===== config.mk =====
export PLATFORM = sky130hd
export DESIGN_NAME = stc_ctrl
export DESIGN_NICKNAME = d
export VERILOG_FILES = /design/src/hw/rtl/stc_pkg.sv /design/src/hw/rtl/stc_ctrl.sv
export SDC_FILE = /design/constraint.sdc
export NUM_CORES = 1
export LEC_CHECK = 0
export BUFFER_PORTS_ARGS = -buffer_cell sky130_fd_sc_hd__buf_4
export CAP_MARGIN = 20
export CORE_MARGIN = 8
export CORE_UTILIZATION = 52
export CTS_CLUSTER_DIAMETER = 80
export DETAILED_ROUTE_END_ITERATION = 12
export GPL_TIMING_DRIVEN = 0
export PLACE_DENSITY_LB_ADDON = 0.25
export SKIP_LAST_GASP = 1
export SYNTH_ARGS = -nofsm -noshare
export SYNTH_HDL_FRONTEND = slang
export SYNTH_SLANG_ARGS = --single-unit

===== constraint.sdc =====
create_clock -name clk_i -period 6.9 [get_ports clk_i]
set_input_delay 0.345 -clock clk_i [delete_from_list [all_inputs] [get_ports clk_i]]
set_output_delay 0.345 -clock clk_i [all_outputs]
set_load 0.005 [all_outputs]

===== src/hw/rtl/stc_pkg.sv =====
package stc_pkg;

  // Widths of the item fields and of the capture counters.
  localparam int unsigned SampleW = 14;
  localparam int unsigned IndexW  = 9;
  localparam int unsigned CountW  = 11;
  localparam int unsigned OutCntW = 10;
  localparam int unsigned CfgAddrW = 2;
  localparam int unsigned CfgDataW = 14;

  // Stream payload widths, padded to whole bytes.
  localparam int unsigned InDataW  = 56;
  localparam int unsigned OutDataW = 64;

  // Configuration register indexes.
  localparam logic [CfgAddrW-1:0] RegTrigSource = 2'd0;
  localparam logic [CfgAddrW-1:0] RegTrigX      = 2'd1;
  localparam logic [CfgAddrW-1:0] RegTrigY      = 2'd2;

  // Trigger source codes.
  localparam logic [1:0] SrcFree = 2'd0;
  localparam logic [1:0] SrcA    = 2'd1;
  localparam logic [1:0] SrcB    = 2'd2;
  localparam logic [1:0] SrcC    = 2'd3;

  // Reset values of the configuration registers.
  localparam logic [1:0]          TrigSourceRst = SrcA;
  localparam logic [IndexW-1:0]   TrigXRst      = 9'd160;
  localparam logic [SampleW-1:0]  TrigYRst      = 14'd8192;

  typedef struct packed {
    logic [1:0]         source;
    logic [IndexW-1:0]  trig_x;
    logic [SampleW-1:0] trig_y;
  } cfg_t;

  typedef struct packed {
    logic                clear_no_trigger;
    logic [IndexW-1:0]   read_index;
    logic                display_buffer;
    logic                display_busy;
    logic [SampleW-1:0]  sample_c;
    logic [SampleW-1:0]  sample_b;
    logic [SampleW-1:0]  sample_a;
  } in_item_t;

  typedef struct packed {
    logic                       no_trigger_flag;
    logic [IndexW-1:0]          draw_offset;
    logic signed [OutCntW-1:0]  captured_count;
    logic                       is_capturing;
    logic                       write_buffer;
  } status_t;

  typedef struct packed {
    logic [SampleW-1:0] c;
    logic [SampleW-1:0] b;
    logic [SampleW-1:0] a;
  } sample_set_t;

endpackage


===== src/hw/rtl/stc_ctrl.sv =====
module stc_ctrl import stc_pkg::*; #(
  parameter int unsigned ScreenWidth    = 320,
  parameter int unsigned NoTriggerLimit = 1000,
  localparam int unsigned PosW  = $clog2(ScreenWidth),
  localparam int unsigned AddrW = $clog2(2 * ScreenWidth)
) (
  input  logic                 clk_i,
  input  logic                 rst_ni,
  input  logic                 accept_i,
  input  in_item_t             item_i,
  input  cfg_t                 cfg_i,
  output logic                 we_o,
  output logic [AddrW-1:0]     waddr_o,
  output sample_set_t          wdata_o,
  output logic                 rd_ok_o,
  output logic [AddrW-1:0]     raddr_o,
  output status_t              status_o
);

  localparam logic [CountW-1:0] LastPos  = CountW'(ScreenWidth - 1);
  localparam logic [CountW-1:0] ScreenW  = CountW'(ScreenWidth);
  localparam logic [CountW-1:0] Limit    = CountW'(NoTriggerLimit);
  localparam logic [CountW-1:0] CntAll   = {CountW{1'b1}};

  // Capture state registers.
  logic               active_q, active_d;
  logic               sel_q, sel_d;
  logic [PosW-1:0]    wpos_q, wpos_d;
  logic [CountW-1:0]  pretrig_q, pretrig_d;
  logic [SampleW-1:0] prev_q, prev_d;
  logic [PosW-1:0]    offset_q [2];
  logic [PosW-1:0]    offset_d [2];
  logic [CountW-1:0]  count_q [2];
  logic [CountW-1:0]  count_d [2];
  logic               forced_q, forced_d;

  // Next state for one accepted item, in the order the capture rules apply.
  always_comb begin
    logic [CountW-1:0]  tx;
    logic [CountW-1:0]  wpos_ext;
    logic [CountW-1:0]  off;
    logic [SampleW-1:0] cur;
    logic               trig;
    logic               wr;
    logic [CountW-1:0]  wpos_new;

    active_d    = active_q;
    sel_d       = sel_q;
    wpos_d      = wpos_q;
    pretrig_d   = pretrig_q;
    prev_d      = prev_q;
    offset_d[0] = offset_q[0];
    offset_d[1] = offset_q[1];
    count_d[0]  = count_q[0];
    count_d[1]  = count_q[1];
    forced_d    = forced_q;

    tx = (CountW'(cfg_i.trig_x) > LastPos) ? LastPos : CountW'(cfg_i.trig_x);
    wpos_ext = CountW'(wpos_q);
    off = (wpos_ext >= tx) ? (wpos_ext - tx) : (wpos_ext + ScreenW - tx);

    case (cfg_i.source)
      SrcA:    cur = item_i.sample_a;
      SrcB:    cur = item_i.sample_b;
      default: cur = item_i.sample_c;
    endcase

    if (item_i.clear_no_trigger) begin
      forced_d = 1'b0;
    end

    // Trigger: rising crossing of the level after enough pre-trigger samples, or at once in free-run mode.
    trig = !active_q && (!item_i.display_busy || (sel_q != item_i.display_buffer)) &&
           ((cfg_i.source == SrcFree) ||
            ((pretrig_q > tx) && (prev_q < cfg_i.trig_y) && (cur >= cfg_i.trig_y)));
    if (trig) begin
      active_d = 1'b1;
      if (cfg_i.source == SrcFree) begin
        wpos_d          = '0;
        offset_d[sel_q] = '0;
        count_d[sel_q]  = CntAll;
      end else begin
        offset_d[sel_q] = PosW'(off);
        count_d[sel_q]  = tx - CountW'(1);
      end
    end

    // A full buffer ends the capture and swaps buffers.
    if (active_d && (count_d[sel_d] == LastPos)) begin
      sel_d     = !sel_d;
      pretrig_d = '0;
      active_d  = 1'b0;
    end

    wr = active_d || !item_i.display_busy || (sel_d != item_i.display_buffer);
    we_o    = accept_i && wr;
    waddr_o = sel_d ? (AddrW'(ScreenWidth) + AddrW'(wpos_d)) : AddrW'(wpos_d);
    wdata_o = '{c: item_i.sample_c, b: item_i.sample_b, a: item_i.sample_a};

    wpos_new = (CountW'(wpos_d) >= LastPos) ? '0 : (CountW'(wpos_d) + CountW'(1));
    if (wr) begin
      if (cfg_i.source != SrcFree) begin
        prev_d = cur;
      end
      wpos_d = PosW'(wpos_new);
      count_d[sel_d] = count_d[sel_d] + CountW'(1);
      if (!active_d) begin
        pretrig_d = pretrig_d + CountW'(1);
        // No trigger for too long: force the buffer out at the wrap point.
        if ((pretrig_d > Limit) && (wpos_new == '0)) begin
          sel_d           = !sel_d;
          pretrig_d       = '0;
          offset_d[sel_d] = '0;
          forced_d        = 1'b1;
        end
      end
    end

    // Display read port and the status fields after this item.
    rd_ok_o = (CountW'(item_i.read_index) < ScreenW);
    raddr_o = item_i.display_buffer ? (AddrW'(ScreenWidth) + AddrW'(item_i.read_index))
                                    : AddrW'(item_i.read_index);
    status_o.write_buffer    = sel_d;
    status_o.is_capturing    = active_d;
    status_o.captured_count  = OutCntW'(count_d[sel_d]);
    status_o.draw_offset     = IndexW'(offset_d[item_i.display_buffer]);
    status_o.no_trigger_flag = forced_d;
  end

  always_ff @(posedge clk_i or negedge rst_ni) begin
    if (!rst_ni) begin
      active_q    <= 1'b0;
      sel_q       <= 1'b0;
      wpos_q      <= '0;
      pretrig_q   <= '0;
      prev_q      <= '0;
      offset_q[0] <= '0;
      offset_q[1] <= '0;
      count_q[0]  <= '0;
      count_q[1]  <= '0;
      forced_q    <= 1'b0;
    end else if (accept_i) begin
      active_q    <= active_d;
      sel_q       <= sel_d;
      wpos_q      <= wpos_d;
      pretrig_q   <= pretrig_d;
      prev_q      <= prev_d;
      offset_q[0] <= offset_d[0];
      offset_q[1] <= offset_d[1];
      count_q[0]  <= count_d[0];
      count_q[1]  <= count_d[1];
      forced_q    <= forced_d;
    end
  end

endmodule


# Word level (Yosys, flattened, before mapping)
# Cells that the tools add are included.
[totals]
reg_bits = 77
latchBits = 0
ramBits = 0
mem_bits_ro = 0
inputBits = 82
output_inout_bits = 86
word_cells = 126
memories = 0
[op_classes]
add_sub_neg = 9
n_mul = 0
div_mod_pow = 0
n_lt_le_gt_ge = 16
n_eq_ne = 5
shift = 0
muxes = 54
bitwise_logic = 10
n_reduce_logical = 22
[ops]
columns = ["cell", "n"]
rows = [
  ["2-to-1 mux 11 bit", 12],
  ["2-to-1 mux 18 bit", 5],
  ["2-to-1 mux 9 bit", 10],
  ["2-to-1 mux 22 bit", 3],
  ["2-to-1 mux 10 bit", 6],
  ["bitwise mux 22 bit", 2],
  ["bitwise AND 18 bit", 2],
  ["NOT 18 bit", 2],
  ["case mux 14 bit (2 select lines)", 1],
  ["adder 11 x 1 -> 11 bit (second input constant)", 2],
  ["demux 11 bit (select 1 bit)", 2],
  ["OR 22 bit", 1],
  ["adder 9 x 9 -> 10 bit (first input constant)", 2],
  ["bitwise mux 18 bit", 1],
  ["demux 9 bit (select 1 bit)", 2],
  ["subtractor 9 bit", 2],
  ["greater-or-equal comparator 14 bit", 1],
  ["less-than comparator 14 bit", 1],
  ["== test 11 x 9 -> 1 bit (second input constant)", 1],
  ["> comparator 11 x 10 -> 1 bit (second input constant)", 1],
  ["> comparator 11 x 9 -> 1 bit", 1],
  ["logical NOT 11 bit", 1],
  ["adder 9 x 1 -> 10 bit (second input constant)", 1],
  ["greater-or-equal comparator 2 bit (second input constant)", 5],
  ["other kinds (18)", 49],
]

# Depth between registers and ports, before layout
[logic_depth]
ltp_word = 28
depth_mapped = 34
depth_no_buf = 29

# Worst setup path after synthesis
# Ideal clock, no wire load.
[synth_path]
kind = "input port to output port"
startpoint = "input cfg_i[23] in the netlist's numbering"
endpoint = "output status_o[19] in the netlist's numbering"
arrival_ns = 6.174
required_time_ns = 6.555
slack_ns = 0.381
path_stages = 33
n_path_buf = 6
path_cell_list = "inv_1 -> ha_1 -> clkbuf_1 -> buf_1 -> nor2_1 -> a21oi_1 -> ha_1 -> a21oi_1 -> o21ai_0 -> a21o_1 -> a31o_2 -> and4_1 -> buf_2 -> or4_1 -> a21oi_1 -> a21boi_1 -> nor3_1 -> clkbuf_1 -> nor2b_1 -> ha_1 -> a21o_1 -> o211ai_1 -> a21oi_1 -> nor2_1 -> nand2_1 -> a21boi_1 -> and2_1 -> clkbuf_1 -> nand2_1 -> or2_1 -> buf_2 -> nand3_1 -> o21ai_1"
[synth_lines]
columns = ["element", "line_no", "source"]
rows = [
  ["start, declared", "stc_ctrl.sv:11", "input cfg_t cfg_i,"],
  ["end, declared", "stc_ctrl.sv:17", "output status_t status_o"],
]

==> metrics.txt <==
outcome completed; Max VDD drop 0.157 mV; Hold Path Class input pin to register; Post-synth EDFFs 0; Root Driver clkbuf_16; combinational share of power 55.2%; number of synthesized register bits 77; Final Critical Period 6.71 ns; reg2reg path depth 19; synthesis-to-finish area growth 24.4%; pwr/cell area 248 mW/mm²; xor/xnor share of the synthesized area 4.95%; # setup viols final 0; syn nets 1,223; fin nets 1,401; Slew Limit Fails 0; Critical Path Source Type input pin; # Max-Cap Violations 0; CTS Buf Count 9; Internal 0.00142 W; PortBufs 158; Detailed Routing Iterations Pass 1 6; crit-path max cell delay 0.33 ns; Routability Congestion 1.01; Seq/Total Area, Yosys 23.2%; top cell family by delay on the critical path simple AND/OR/NAND/NOR gates; post-synth top area share 23.2%; Overflow after GRT 0; Pwr Total 0.00255 W; Crit. End Element output pin; synth unique cells 89; number of placed I/O pins 168; HPWL after detailed placement 22.1 mm; ANT cells 0; ranking of synthesized cells by area dfrtp_1 (23%), ha_1 (9.7%), nand2_1 (5.0%); most frequent cell after synthesis nand2_1; post-synth top area cell dfrtp_1; Main synth FF type dfrtp_1; Clock transition at path regs 0.06 ns; Compound-Gate Fraction of Synth Area 23.6%; Synth Area in Adders 11.6%; CTS tree yes; site row count 46; Initial Util 52.8%; layout cell share with drive strength beyond 1 25.7%; mean post-synth cell area 7.76 µm²; leak pwr 4.69 nW; CTS Sinks 77; Max FO, Critical Path 10; final core utilization 65.6%; critical path depth 35; relative slew slack 23.3%; Post-Synth Simple-Gate Area 21.1%; largest net degree at the start of global routing 78; Die Wd 142 µm; post-synthesis mux area share 4.78%; Reg power frac 26.6%; first-pass GRT wire length 44.1 mm; antenna violations before repair 0; Slowest-stage cell, CP a31o_2; Worst path most repeated cell buf_4; actual slew at the worst max-slew pin 1.14 ns; fmax 149 MHz; WL/cell 19.2 µm; htree depth 3; final WL 28.2 mm; Final Hold Vio Count 0; worst-skew pair later-pin latency 0.36 ns; gr usage total 27.5%; Die Ht 142 µm; Post-synth top cells nand2_1 (111), nor2_1 (106), a21oi_1 (81); vias per cell 5.88; largest family of logic cells by synthesized area compound AO/OA/AOI/OAI gates; Final period util 97.2%; DRC 0; Min-Delay Path Depth 3; CP required 6.55 ns; detailed router's first-iteration violation count 759; Detail Route Antenna Nets 0; Sw Ratio 44.3%; Clock power frac 18.2%; Gate Count Post-Synth 1,069; DR vias 8,637; critical path class input pin to output pin; Syn Std Cell Area 0.00829 mm²; YS warnings 0; Buf/Inv on CP 7; skew final 0.0130 ns; Placeable Area 0.0157 mm²; async set-or-reset flop fraction in the synthesized netlist 100%; Max Root-Sink Buffers 2; switching pwr 0.00113 W; vias in the first global route 8,311; die area 0.0202 mm²; critical path arrival 6.36 ns
-- cell families after synthesis --
kind of cell             after synthesis
AO/OA/AOI/OAI                        294
buffers and inverters                175
flip-flops                            77
AND/OR/NAND/NOR                      372
adder cells (fa/ha/maj)               72
multiplexers                          33
XOR/XNOR                              46
-- per-layer routing --
layer | share of wire, % | track usage [%] | vias to the layer above
met5 | 0 | 0 | -
met4 | 2.2 | 8.59 | 0
met3 | 10 | 7.35 | 55
met2 | 46 | 44.7 | 469
met1 | 42 | 34.9 | 4005
li1 | - | - | 4108
-- cell usage in the layout (no fill, tap or decap), types with 24 or more instances in the layout --
| master | n |
|---|---|
| ha_1 | 60 |
| nand2_1 | 110 |
| o21ai_0 | 68 |
| xnor2_1 | 30 |
| nand3_1 | 50 |
| clkbuf_1 | 24 |
| dfrtp_1 | 77 |
| buf_4 | 222 |
| a21oi_1 | 77 |
| inv_1 | 74 |
| nor2_1 | 104 |
-- power groups by stage --
stage          Clock [W]  Sequential [W]  Combinational, W
4_1_cts         0.000472        0.000674           0.00138
3_3_place_gp           0        0.000678           0.00133
6_report        0.000464        0.000679           0.00141
2_1_floorplan          0        0.000639          0.000908
5_1_grt         0.000489        0.000693           0.00156
3_5_place_dp           0        0.000680           0.00135
-- worst reg2reg max path, cell delays in order, from the launching register on --
cell      delay [ns]
dfrtp_1         0.47
ha_1            0.36
nand4_1         0.18
o21bai_1        0.25
a221oi_4        0.45
nand4_1         0.33
buf_4           0.27
a21oi_1         0.27
a41oi_1         0.28
a211oi_4        0.49
buf_2           0.31
buf_2           0.28
nand2_1         0.07
o21ai_0         0.09
ha_1            0.29
nand3_1         0.16
or3_1           0.44
or3_1           0.42
or4_1           0.41
nand3_1         0.08
-- cell type report --
class	count	area [µm²]
multi-input cells	817	5630
fillers	1368	5400
flip-flops and latches	77	1930
repair buffers	171	1310
plain buffers	95	614
inverters	76	288
well taps	216	270
clock buffers	10	229
clock inverters	6	46.3
-- state kept, by name, indices dropped and copies added (netlist names) --
register,count
forced_q,1
prev_q,14
offset_q,18
pretrig_q,11
wpos_q,9
sel_q,1
active_q,1
count_q,22
-- worst paths after layout --
kind	startpoint	to	slack, ns
worst max-delay path	cfg_i[23]	status_o[20]	0.19
worst min-delay path	item_i[28]	prev_q[0]	0.35
worst max register to register	pretrig_q[6]	count_q[10]	0.94
worst min register to register	offset_q[12]	offset_q[12]	0.50
max in group asynchronous	rst_ni	prev_q[3]	5.84
min in group asynchronous	rst_ni	offset_q[7]	0.46
-- what timing repair did --
action / CTS / global route
resized for setup: 30 / 22
endpoints found under the hold margin: 0 / 29
setup endpoints to repair: 43 / 20
pin swaps: 4 / 6
hold buffers: 0 / 1
setup buffers: 6 / 5
-- stage by stage --
| stage | instance area (µm²) | TNS, ns | std cells | hold slack (ns) | setup WS, ns |
|---|---|---|---|---|---|
| floorplan | 8290 | 0 | 1069 | 0.0494 | 0.381 |
| detailed placement | 9750 | -41.86 | 1443 | 0.478 | -1.51 |
| global route | 10300 | -0.0818 | 1468 | 0.375 | -0.0232 |
| global placement | 9750 | -38.95 | 1443 | 0.466 | -1.47 |
| CTS | 10200 | 0 | 1462 | 0.208 | 0.0591 |
| finish | 10300 | 0 | 1468 | 0.346 | 0.195 |
Note: power is estimated with default switching activity, not from simulation.
